`config.mk`:
```
export PLATFORM = sky130hd
export DESIGN_NAME = vfde_front_flat
export DESIGN_NICKNAME = d
export VERILOG_FILES = /design/src/rtl/core/vfde_pkg.sv /design/src/rtl/core/vfde_cmd_if.sv /design/src/rtl/core/vfde_front.sv /design/src/flat_wrapper.sv
export SDC_FILE = /design/constraint.sdc
export NUM_CORES = 1
export LEC_CHECK = 0
export BUFFER_PORTS_ARGS = -buffer_cell sky130_fd_sc_hd__buf_2
export CORE_AREA = 2 2 147 149
export CTS_CLUSTER_DIAMETER = 200
export DETAILED_ROUTE_END_ITERATION = 6
export DIE_AREA = 0 0 149 151
export PLACE_DENSITY_LB_ADDON = 0.08
export SYNTH_ARGS = -nofsm -noshare
export SYNTH_HDL_FRONTEND = slang
export SYNTH_SLANG_ARGS = --single-unit
```
`constraint.sdc`:
```
create_clock -name clk -period 3.89 [get_ports clk]
set_input_delay 0.778 -clock clk [delete_from_list [all_inputs] [get_ports clk]]
set_output_delay 0.778 -clock clk [all_outputs]
set_load 0.01 [all_outputs]
```
`src/rtl/core/vfde_pkg.sv`:
```
package vfde_pkg;

  localparam int FRAME_BYTES_DEFAULT = 262144;
  localparam int Q_DEPTH = 4;

  localparam logic [1:0] OP_PLOT = 2'd0;
  localparam logic [1:0] OP_FILL = 2'd1;
  localparam logic [1:0] OP_BLIT = 2'd2;
  localparam logic [1:0] OP_READ = 2'd3;

  localparam int LIN_W = 320;
  localparam int LIN_H = 200;
  localparam int PL_W = 640;
  localparam int PL_H = 480;
  localparam int PLANE_BYTES = (640 * 480) / 8;
  localparam int ROW_BYTES = 640 / 8;
  localparam logic [7:0] LEFT_MASK = 8'h80;

  typedef struct packed {
    logic [1:0]  op;
    logic [9:0]  x;
    logic [8:0]  y;
    logic [9:0]  w;
    logic [8:0]  h;
    logic [7:0]  color;
    logic [7:0]  pattern;
    logic [17:0] addr;
  } cmd_t;

  typedef struct packed {
    logic valid;
    cmd_t cmd;
  } q_head_t;

  function automatic logic [17:0] plane_base(input logic [1:0] p);
    logic [17:0] b;
    case (p)
      2'd0:    b = 18'd0;
      2'd1:    b = 18'(PLANE_BYTES);
      2'd2:    b = 18'(2 * PLANE_BYTES);
      default: b = 18'(3 * PLANE_BYTES);
    endcase
    return b;
  endfunction

endpackage

```
`src/rtl/core/vfde_cmd_if.sv`:
```
interface vfde_cmd_if;
  logic        valid;
  logic        ready;
  logic [1:0]  op;
  logic [9:0]  pos_x;
  logic [8:0]  pos_y;
  logic [9:0]  rect_width;
  logic [8:0]  rect_height;
  logic [7:0]  pixel_color;
  logic [7:0]  pattern;
  logic [17:0] byte_address;

  modport source (output valid, op, pos_x, pos_y, rect_width, rect_height, pixel_color,
                  pattern, byte_address, input ready);
  modport sink (input valid, op, pos_x, pos_y, rect_width, rect_height, pixel_color,
                pattern, byte_address, output ready);
endinterface

```
`src/rtl/core/vfde_front.sv`:
```
module vfde_front (
  input  logic             clk,
  input  logic             rst,
  vfde_cmd_if.sink         cmd,
  output vfde_pkg::q_head_t head,
  input  logic             pop
);
  localparam int QW = $clog2(vfde_pkg::Q_DEPTH);

  vfde_pkg::cmd_t q [vfde_pkg::Q_DEPTH];
  logic [QW-1:0] wr_ptr;
  logic [QW-1:0] rd_ptr;
  logic [QW:0]   count;
  vfde_pkg::cmd_t decoded;
  logic push;

  always_comb begin
    decoded.op      = cmd.op;
    decoded.x       = cmd.pos_x;
    decoded.y       = cmd.pos_y;
    decoded.color   = cmd.pixel_color;
    decoded.pattern = cmd.pattern;
    decoded.addr    = cmd.byte_address;
    unique case (cmd.op)
      vfde_pkg::OP_PLOT: begin
        decoded.w = 10'd1;
        decoded.h = 9'd1;
      end
      vfde_pkg::OP_BLIT: begin
        decoded.w = 10'd8;
        decoded.h = 9'd1;
      end
      default: begin
        decoded.w = cmd.rect_width;
        decoded.h = cmd.rect_height;
      end
    endcase
  end

  assign cmd.ready  = (count != (QW+1)'(vfde_pkg::Q_DEPTH));
  assign push       = cmd.valid && cmd.ready;
  assign head.valid = (count != '0);
  assign head.cmd   = q[rd_ptr];

  always_ff @(posedge clk) begin
    if (push) begin
      q[wr_ptr] <= decoded;
    end
    if (rst) begin
      wr_ptr <= '0;
      rd_ptr <= '0;
      count  <= '0;
    end else begin
      if (push) wr_ptr <= wr_ptr + 1'b1;
      if (pop)  rd_ptr <= rd_ptr + 1'b1;
      count <= count + (QW+1)'(push) - (QW+1)'(pop);
    end
  end
endmodule

```
`src/flat_wrapper.sv`:
```
// flat-port wrapper written by rule: the top's interface ports become plain ports
module vfde_front_flat 
  (clk, rst, head, pop, cmd_valid, cmd_op, cmd_pos_x, cmd_pos_y, cmd_rect_width, cmd_rect_height, cmd_pixel_color, cmd_pattern, cmd_byte_address, cmd_ready);
  vfde_cmd_if cmd_i ();
  input  logic clk;
  input  logic rst;
  output vfde_pkg::q_head_t head;
  input  logic pop;
  input wire logic [$bits(cmd_i.valid)-1:0] cmd_valid;
  input wire logic [$bits(cmd_i.op)-1:0] cmd_op;
  input wire logic [$bits(cmd_i.pos_x)-1:0] cmd_pos_x;
  input wire logic [$bits(cmd_i.pos_y)-1:0] cmd_pos_y;
  input wire logic [$bits(cmd_i.rect_width)-1:0] cmd_rect_width;
  input wire logic [$bits(cmd_i.rect_height)-1:0] cmd_rect_height;
  input wire logic [$bits(cmd_i.pixel_color)-1:0] cmd_pixel_color;
  input wire logic [$bits(cmd_i.pattern)-1:0] cmd_pattern;
  input wire logic [$bits(cmd_i.byte_address)-1:0] cmd_byte_address;
  output wire logic [$bits(cmd_i.ready)-1:0] cmd_ready;
  assign cmd_i.valid = cmd_valid;
  assign cmd_i.op = cmd_op;
  assign cmd_i.pos_x = cmd_pos_x;
  assign cmd_i.pos_y = cmd_pos_y;
  assign cmd_i.rect_width = cmd_rect_width;
  assign cmd_i.rect_height = cmd_rect_height;
  assign cmd_i.pixel_color = cmd_pixel_color;
  assign cmd_i.pattern = cmd_pattern;
  assign cmd_i.byte_address = cmd_byte_address;
  assign cmd_ready = cmd_i.ready;
  vfde_front u_core (.clk(clk), .rst(rst), .cmd(cmd_i), .head(head), .pop(pop));
endmodule
```
-- Yosys cells after proc, flatten, opt, wreduce, memory -nomap -nowiden
Memory sizes are Yosys's and may differ from the RTL's. A register that Yosys moved wholly into a read port is not among the register bits.
Index checks and enable logic that the tools add are counted.
- $add $sub $neg: 4
- eq/ne operators: 2
- mux-type cells: 5
- reduce and logical (&&, ||, !) cells: 3
- operator list (cell ; count):
    one-hot mux 19 bit (2 select lines) ; 1
    adder 2 x 1 -> 2 bit (second input constant) ; 2
    two-way mux 2 bit ; 2
    adder 3 x 1 -> 3 bit ; 1
    != test 3 bit (second input constant) ; 1
    nonzero test 3 bit ; 1
    subtractor 3 x 1 -> 3 bit ; 1
    == test 2 bit (second input constant) ; 1
    logical NOT 2 bit ; 1
    two-way mux 1 bit ; 2
    logical AND 1 bit ; 1
- register bits: 7
- memory bits (writable): 296
- input port bits: 78
- output and inout port bits: 76
- word-level logic and storage cells: 18
- memories: 1
- memories (name ; depth ; width ; rd ports ; clocked after memory_dff ; wr ports ; line ; text):
    u_core.q ; 4 ; 74 ; 1 ; 1 ; 1 ; vfde_front.sv:10 ; vfde_pkg::cmd_t q [vfde_pkg::Q_DEPTH];

-- Logic depth before layout (Yosys ltp)
Gate-level depths: netlist of run 1.
- word-level depth: 4
- gate-level depth with buffers: 7
- mapped depth without buffers: 7

-- Worst setup path after synthesis of run 1
Ideal clock, no wire load.
- path type: input port to flip-flop
- start point: in cmd_valid
- end point: mem u_core.q[0][0] in the netlist's numbering (enable)
- setup time: 440 ps
- arrival time: 2813 ps
- data required time: 3450 ps
- setup slack: 637 ps
- cell stages on the path: 2
- path buffers: 0
- cells stage by stage: a21boi_2 -> and2_1
- cells in the longest elaborated chain, start to end: 3
- ends and longest elaborated chain (what ; line ; text):
    start, declared ; flat_wrapper.sv:9 ; input wire logic [$bits(cmd_i.valid)-1:0] cmd_valid;
    logical AND 1 bit ; vfde_front.sv:41 ; assign push = cmd.valid && cmd.ready;
    two-way mux 1 bit ; vfde_front.sv:46 ; if (push) begin
    two-way mux 1 bit (not written as such) ; vfde_front.sv:47 ; q[wr_ptr] <= decoded;
    end, declared ; vfde_front.sv:10 ;
Every way passes these cells.

==> impl_metrics.env, run 1 <==
export IMPL_crit_slowest_cell="dfxtp_4"
export IMPL_cp_data_arrival_time_ps=2420
export IMPL_dr_pass1_iters=4
export IMPL_initial_core_util=0.541
export IMPL_die_w_microns=149
export IMPL_drive_gt1_frac=0.449
export IMPL_grt_start_max_net_pins=61
export IMPL_timing_setup_tns_ps=0
export IMPL_cts_root_buf="clkbuf_16"
export IMPL_crit_fanout=35
export IMPL_post_dp_hpwl_microns=11900
export IMPL_numCtsBuffers=30
export IMPL_seq_area_frac_synth=0.804
export IMPL_grt_usage=0.180
export IMPL_synth_cell_types=22
export IMPL_grt_pass1_wl_microns=30400
export IMPL_cts_setup_buffers=0
export IMPL_max_slew_margin=0.522
export IMPL_use_met1=0.246
export IMPL_yosysWarnings=0
export IMPL_drc=0
export IMPL_insertion_delay_ps=530
export IMPL_n_fill_cell=1426
export IMPL_rsz0062_at_grt="false"
export IMPL_synth_commonest_cells="296 x edfxtp_1, 74 x mux4_2, 20 x and2_1"
export IMPL_cts_tree="yes"
export IMPL_cts_buffer_depth=3
export IMPL_synth_edf_count=296
export IMPL_synth_seq_cells=305
export IMPL_htreeDepth=1
export IMPL_worst_setup_path_end_kind="output port"
export IMPL_syn_to_final_growth_pct=19.6
export IMPL_critPathRequiredTime_ps=3110
export IMPL_ctsResizeCount=0
export IMPL_peakVddDrop_mv=0.389
export IMPL_period_share=0.822
export IMPL_busiest_layer="met2"
export IMPL_fin_area_sq_um=13500
export IMPL_post_drt_wl_per_cell_microns=21.4
export IMPL_rows=53
export IMPL_drt_iter0_drc=349
export IMPL_hold_violations=0
export IMPL_ios=154
export IMPL_cts_sinks=305
export IMPL_netlist_area_sq_um=11300
export IMPL_post_dp_cell_area_sq_um=12400
export IMPL_die_y_microns=151
export IMPL_path_cells="buf_4, mux4_2, buf_2"
export IMPL_maxSlewViolCount=0
export IMPL_hold_path_class="in -> reg"
export IMPL_grt_pass1_vias=5400
export IMPL_yosysTopAreaCellShare=0.788
export IMPL_synth_xor_area_frac=0.00311
export IMPL_die_area_sq_um=22500
export IMPL_synth_top_family_by_area="multiplexers"
export IMPL_vias=5114
export IMPL_tightest_slew_ps=716
export IMPL_synth_simple_area_share=0.0178
export IMPL_synth_compound_area_frac=0.00144
export IMPL_cp_start_kind="flop"
export IMPL_max_stage_delay_ps=810
export IMPL_use_met2=0.308
export IMPL_synth_nets=541
export IMPL_synth_top_cells_by_area="edfxtp_1 79%, mux4_2 15%, dfxtp_1 1.6%"
export IMPL_fin_nets=718
export IMPL_skew_ps=10.6
export IMPL_met3_usage=0.0331
export IMPL_leakage_nw=4.60
export IMPL_viasPerCell=5.48
export IMPL_globalRouteOverflowTotal=0
export IMPL_synth_most_common_cell="edfxtp_1"
export IMPL_synthArstFlopShare=0
export IMPL_port_buffers=153
export IMPL_timing_fmax_mhz=313
export IMPL_yosys_area_share_adder=0.00844
export IMPL_gp_congestion=0.737
export IMPL_post_synth_cell_area_avg_sq_um=24.7
export IMPL_synth_top_flop_cell="edfxtp_1"
export IMPL_power_density_nw_per_um2=610
export IMPL_cap_violations=0
export IMPL_wl_microns=20000
export IMPL_finalCriticalPeriod_ps=3200
export IMPL_drtAntennaViolNets=0
export IMPL_antenna_found_initial=1
export IMPL_synth_cells=456
export IMPL_cts_clk_slew_worst_paths_ps=60
export IMPL_core_area_sq_um=20800
export IMPL_yosysTopAreaCell="edfxtp_1"
export IMPL_cts_hold_buf=0
export IMPL_status="finished clean"
export IMPL_critPathKind="reg -> out"
export IMPL_setup_violations_final=0
export IMPL_synth_area_mux_share=0.151
power by group:
group	switching [mW]	internal [mW]
registers	0.112	3.99
logic	0.592	0.492
clock network	1.13	1.91
total	1.84	6.39
routing by layer:
metal	routed length, microns	share of wire	up-vias
met5	0	0	-
met4	250	0.013	0
met3	1230	0.062	26
met2	10200	0.51	154
met1	8350	0.42	2660
li1	-	-	2274
stage by stage:
step	utilization	hold WS (ps)	worst slack (ps)	std cells	total power, mW
floorplan	-	482	637	456	4.82
global placement	0.595	492	1190	876	5.26
detailed placement	0.595	519	1150	876	5.29
CTS	0.647	432	576	932	8.33
global route	0.647	432	460	933	8.55
finish	0.647	454	694	934	8.23
worst paths after layout:
| kind | startpoint | endpoint | slack (ps) | cells past startpoint |
|---|---|---|---|---|
| worst max-delay path | flop | head[26] | 690 | 3 |
| worst min-delay path | cmd_pos_x[5] | u_core.q[2][67] | 450 | 1 |
| worst max register to register | u_core.count[1] | u_core.q[2][47] | 1710 | 4 |
| worst min register to register | u_core.rd_ptr[0] | flop | 530 | 2 |
sequential cells by signal (all words and copies together), names as in the netlist, named ones only:
signal,flops
u_core.rd_ptr,2
u_core.q,296
u_core.count,3
u_core.wr_ptr,2
layout by cell type, fill, tap and decap left out, types with 2 or more instances in the layout:
cell | Yosys | routed
and2_1 | 20 | 16
and2_4 | 0 | 4
buf_12 | 0 | 4
buf_2 | 7 | 153
buf_4 | 1 | 7
bufinv_16 | 0 | 5
clkbuf_1 | 4 | 4
clkbuf_16 | 0 | 31
clkbuf_8 | 0 | 7
clkinv_1 | 0 | 4
clkinv_2 | 0 | 5
dfxtp_1 | 9 | 7
dfxtp_4 | 0 | 2
diode_2 | 0 | 2
edfxtp_1 | 296 | 296
ha_1 | 6 | 6
inv_1 | 6 | 6
mux2_2 | 2 | 2
mux4_2 | 74 | 74
nand2_1 | 3 | 3
nand2b_1 | 3 | 3
nor2_1 | 7 | 7
nor2b_1 | 2 | 2
xnor2_1 | 3 | 3
area by class of cell:
type                    instances  area, sq um  area share
flip-flops and latches        305         9080       0.673
clock inverters                14          190      0.0141
clock buffers                  42          887      0.0658
diodes                          2         5.00    0.000371
repair buffers                164          898      0.0666
multi-input cells             126         2060       0.153
inverters                       6         22.5     0.00167
well taps                     275          344      0.0255
worst max-delay path: cells and delay by family (launching register included):
family / cells / cell delay (ps)
mux: 1 / 530
flops: 1 / 810
buf+inv: 2 / 520
kinds of logic after synthesis:
| group | count (synthesis) |
|---|---|
| simple gates | 36 |
| flops | 305 |
| compound gates | 2 |
| mux | 77 |
| xor+xnor | 4 |
| buf+inv | 25 |
| fa+ha+maj | 7 |
Power figures use the tool's default switching activity.
==> run 2, diff against run 1 <==
==> constraint.sdc (replaced) <==
create_clock -name clk -period 3.3 [get_ports clk]
set_input_delay 0.66 -clock clk [delete_from_list [all_inputs] [get_ports clk]]
set_output_delay 0.66 -clock clk [all_outputs]
set_load 0.01 [all_outputs]
==> impl_metrics.env, run 2 (same netlist as run 1, synthesis figures left out) <==
export IMPL_regToRegStartpoint="u_core.count[1]"
export IMPL_hold_path_class="in -> reg"
export IMPL_drc=0
export IMPL_die_area_sq_um=22500
export IMPL_grt_pass1_wl_microns=30600
export IMPL_gp_congestion=0.707
export IMPL_fin_nets=717
export IMPL_cts_hold_buf=0
export IMPL_r2r_end="u_core.q[3][28]"
export IMPL_finalCriticalPeriod_ps=2900
export IMPL_top_register="u_core.q"
export IMPL_met2_length_microns=9960
export IMPL_port_buffers=153
export IMPL_comb_power_share=0.143
export IMPL_max_slew_margin=0.541
export IMPL_hold_violations=0
export IMPL_m1WireLength_microns=8240
export IMPL_crit_fanout=33
export IMPL_top_layer_used="met5"
export IMPL_viasPerCell=5.50
export IMPL_cts_buffer_depth=3
export IMPL_setup_ws_ps=397
export IMPL_globalRouteOverflowTotal=0
export IMPL_htreeDepth=1
export IMPL_vias=5117
export IMPL_timing_setup_tns_ps=0
export IMPL_status="finished clean"
export IMPL_rows=53
export IMPL_post_drt_wl_per_cell_microns=21.5
export IMPL_rsz0062_at_grt="false"
export IMPL_internal_power_mw=7.06
export IMPL_drtAntennaViolNets=0
export IMPL_ios=154
export IMPL_drt_iter0_drc=281
export IMPL_holdWs_ps=341
export IMPL_critPathKind="reg -> out"
export IMPL_place_ws_ps=901
export IMPL_syn_to_final_growth_pct=18.3
export IMPL_cts_clk_slew_worst_paths_ps=60
export IMPL_worst_setup_path_end_kind="output port"
export IMPL_cts_tree="yes"
export IMPL_multi_input_area_sq_um=2060
export IMPL_ctsResizeCount=0
export IMPL_period_share=0.880
export IMPL_p_switching_mw=2.14
export IMPL_tightest_slew_ps=688
export IMPL_post_dp_hpwl_microns=12100
export IMPL_grt_start_max_net_pins=42
export IMPL_dr_pass1_iters=5
export IMPL_grt_pass1_vias=5532
export IMPL_setup_violations_final=0
export IMPL_reg2reg_setup_slack_ps=1220
export IMPL_layout_common_cells="296 x edfxtp_1, 153 x buf_2, 74 x mux4_2, 29 x clkbuf_16, 16 x and2_1"
export IMPL_numCtsBuffers=29
export IMPL_final_util=0.640
export IMPL_reg2regPathDepth=4
export IMPL_cts_setup_buffers=0
export IMPL_drive_gt1_frac=0.440
export IMPL_p_clk_frac=0.334
export IMPL_die_y_microns=151
export IMPL_die_w_microns=149
export IMPL_path_cells="buf_4, mux4_2, buf_2"
export IMPL_critPathRequiredTime_ps=2640
export IMPL_peakVddDrop_mv=0.490
export IMPL_cp_data_arrival_time_ps=2240
export IMPL_grt_usage=0.180
export IMPL_crit_slowest_cell="mux4_2"
export IMPL_crit_path_end="head[12]"
export IMPL_cap_violations=0
export IMPL_antenna_found_initial=2
export IMPL_crit_family="buffers and inverters"
export IMPL_ff_latch_area_sq_um=9080
export IMPL_initial_core_util=0.541
export IMPL_biggestRegsByFlops="u_core.q x296, u_core.count x3"
export IMPL_cp_start_kind="flop"
export IMPL_final_common_cell="edfxtp_1"
export IMPL_max_stage_delay_ps=610
export IMPL_n_fill_cell=1464
export IMPL_cts_root_buf="clkbuf_16"
export IMPL_skew_ps=11.3
export IMPL_maxSlewViolCount=0
export IMPL_timing_fmax_mhz=344
export IMPL_cp_num_cells=3
export IMPL_core_area_sq_um=20800
export IMPL_switching_share=0.233
export IMPL_dr_wl_met3_microns=1390
export IMPL_largest_register_ffs=296
export IMPL_insertion_delay_ps=530
export IMPL_pwr_share_seq=0.523
export IMPL_holdPathStages=1
export IMPL_wl_microns=20000
export IMPL_critPathBufInv=2
export IMPL_power_density_nw_per_um2=690
export IMPL_leakage_nw=4.52
export IMPL_cts_sinks=305
## run 2: cell count changes in the layout (fill, tap and decap cells not counted)
cell	before	now
buf_4	7	3
clkinvlp_4	0	1
clkinv_1	4	7
buf_12	4	8
clkbuf_16	31	29
diode_2	2	1
clkbuf_1	4	5
bufinv_16	5	2
clkinv_2	5	9
clkbuf_8	7	0
## run 2: area by class of cell
class / count / share of cell area
flip-flops and latches: 305 / 0.681
multi-input cells: 126 / 0.154
repair buffers: 164 / 0.0711
clock buffers: 34 / 0.0558
well taps: 275 / 0.0258
clock inverters: 19 / 0.0104
inverters: 6 / 0.00169
diodes: 1 / 0.000188
## run 2: power groups by stage
stage | registers, mW | logic [mW] | clock network, mW
after floorplan | 4.87 | 0.813 | 0
after global placement | 4.87 | 1.33 | 0
after detailed placement | 4.90 | 1.35 | 0
after CTS | 4.82 | 1.35 | 3.15
after global routing | 4.85 | 1.43 | 3.31
final | 4.82 | 1.31 | 3.07
## run 2: how the worst min path moves through the flow
stage                        to            startpoint  slack, ps
6_report        u_core.q[0][68]          cmd_pos_x[6]        340
5_1_grt         u_core.q[2][66]          cmd_pos_x[4]        320
4_1_cts         u_core.q[0][14]  cmd_byte_address[14]        320
3_5_place_dp   u_core.wr_ptr[1]      u_core.wr_ptr[1]        520
3_3_place_gp   u_core.wr_ptr[1]      u_core.wr_ptr[1]        490
2_1_floorplan  u_core.wr_ptr[1]      u_core.wr_ptr[1]        480
## run 2: metrics by stage
step,total power [mW],instance area [sq um],std cells
finish,9.20,13300,930
global route,9.59,13300,929
CTS,9.32,13300,929
detailed placement,6.25,12400,876
global placement,6.21,12400,876
floorplan,5.69,11300,456
## run 2: layer usage
layer / up-vias / track usage
li1: 2270 / -
met1: 2651 / 0.240
met2: 153 / 0.307
met3: 41 / 0.0416
met4: 2 / 0.0433
met5: - / 0
==> run 3, diff against run 2 <==
--- a/config.mk
+++ b/config.mk
@@ -6,10 +6,10 @@
 export NUM_CORES = 1
 export LEC_CHECK = 0
 export BUFFER_PORTS_ARGS = -buffer_cell sky130_fd_sc_hd__buf_2
-export CORE_AREA = 2 2 147 149
+export CORE_AREA = 2 2 140 156
 export CTS_CLUSTER_DIAMETER = 200
 export DETAILED_ROUTE_END_ITERATION = 6
-export DIE_AREA = 0 0 149 151
+export DIE_AREA = 0 0 142 158
 export PLACE_DENSITY_LB_ADDON = 0.08
 export SYNTH_ARGS = -nofsm -noshare
 export SYNTH_HDL_FRONTEND = slang
==> impl_metrics.env, run 3 (same netlist as run 1, synthesis figures left out) <==
export IMPL_port_buffers=153
export IMPL_power_density_nw_per_um2=695
export IMPL_globalRouteOverflowTotal=0
export IMPL_drc=0
export IMPL_cap_violations=0
export IMPL_cts_clk_slew_worst_paths_ps=60
export IMPL_post_dp_hpwl_microns=12000
export IMPL_finalCriticalPeriod_ps=2910
export IMPL_met2_length_microns=9860
export IMPL_dr_pass1_iters=4
export IMPL_fin_nets=720
export IMPL_ios=154
export IMPL_fin_cells=917
export IMPL_die_w_microns=142
export IMPL_biggestRegsByFlops="u_core.q x296, u_core.count x3"
export IMPL_antenna_found_initial=0
export IMPL_die_y_microns=158
export IMPL_max_slew_margin=0.629
export IMPL_hold_violations=0
export IMPL_status="finished clean"
export IMPL_drtAntennaViolNets=0
export IMPL_cts_root_buf="clkbuf_16"
export IMPL_leakage_nw=4.54
export IMPL_critPathKind="reg -> out"
export IMPL_rsz0062_at_grt="false"
export IMPL_fin_area_sq_um=13300
export IMPL_grt_pass1_wl_microns=30100
export IMPL_post_drt_wl_per_cell_microns=21.5
export IMPL_layout_common_cells="296 x edfxtp_1, 153 x buf_2, 74 x mux4_2, 29 x clkbuf_16, 16 x and2_1"
export IMPL_post_dp_cell_area_sq_um=12400
export IMPL_hold_path_class="in -> reg"
export IMPL_grt_pass1_vias=5380
export IMPL_insertion_delay_ps=530
export IMPL_antenna_cells=0
export IMPL_cts_buffer_depth=3
export IMPL_ctsResizeCount=0
export IMPL_cts_sinks=305
export IMPL_drive_gt1_frac=0.444
export IMPL_peakVddDrop_mv=0.472
export IMPL_setup_violations_final=0
export IMPL_grt_start_max_net_pins=37
export IMPL_period_share=0.882
export IMPL_cts_hold_buf=0
export IMPL_critPathRequiredTime_ps=2640
export IMPL_dp_cells=865
export IMPL_drt_iter0_drc=306
export IMPL_viasPerCell=5.57
export IMPL_cp_data_arrival_time_ps=2250
export IMPL_rows=56
export IMPL_gp_congestion=0.699
export IMPL_tightest_slew_ps=557
export IMPL_cts_setup_buffers=0
export IMPL_maxSlewViolCount=0
export IMPL_timing_fmax_mhz=344
export IMPL_timing_setup_tns_ps=0
export IMPL_grt_usage=0.179
export IMPL_vias=5105
export IMPL_top_layer_used="met4"
export IMPL_die_area_sq_um=22400
export IMPL_worst_setup_path_end_kind="output port"
export IMPL_final_common_cell="edfxtp_1"
export IMPL_dr_wl_met3_microns=1090
export IMPL_core_area_sq_um=21000
export IMPL_cp_start_kind="flop"
export IMPL_holdWs_ps=343
export IMPL_wl_microns=19800
export IMPL_numCtsBuffers=29
export IMPL_largest_register_ffs=296
export IMPL_skew_ps=6.55
export IMPL_htreeDepth=1
export IMPL_initial_core_util=0.538
export IMPL_syn_to_final_growth_pct=18.4
export IMPL_top_register="u_core.q"
export IMPL_m1WireLength_microns=8480
export IMPL_cts_tree="yes"
export IMPL_crit_fanout=26
## run 3: final timing paths
check / start / end / slack, ps / cells after the start
worst max register to register: u_core.count[1] / u_core.q[1][25] / 1250 / 4
worst max-delay path: flop / head[49] / 390 / 3
worst min register to register: u_core.rd_ptr[1] / u_core.rd_ptr[1] / 540 / 2
worst min-delay path: cmd_pos_x[8] / u_core.q[3][70] / 340 / 1
## run 3: report_power, final
part           switching, mW  internal (mW)  total (mW)  leakage (nW)
combinational          0.696          0.595        1.29          1.30
clock                   1.32           1.83        3.15         0.447
sequential             0.126           4.70        4.83          2.80
## run 3: worst max-delay path, stage by stage, from the launching register on
cell     delay [ps]
dfxtp_4         710
buf_12          280
mux4_2          560
buf_2           160
## run 3: layout make-up
cell class                 count  area (sq um)
clock inverter                19           164
clock buffer                  33           741
sequential                   305          9080
timing repair buffer         167           958
inverter                       6          22.5
multi-input combinational    126          2060
tap                          261           327
fill                        1465          7610
## run 3: routing by layer
| layer | GRT usage | vias up |
|---|---|---|
| met4 | 0.0514 | 0 |
| met2 | 0.294 | 135 |
| met5 | 0 | - |
| li1 | - | 2273 |
| met3 | 0.0342 | 32 |
| met1 | 0.250 | 2665 |
## run 3: through the flow
| stage | utilization | total power, mW | setup WS (ps) |
|---|---|---|---|
| floorplan | - | 5.69 | 165 |
| global placement | 0.594 | 6.19 | 872 |
| detailed placement | 0.594 | 6.24 | 869 |
| CTS | 0.637 | 9.39 | 288 |
| global route | 0.637 | 9.64 | 221 |
| finish | 0.637 | 9.27 | 389 |
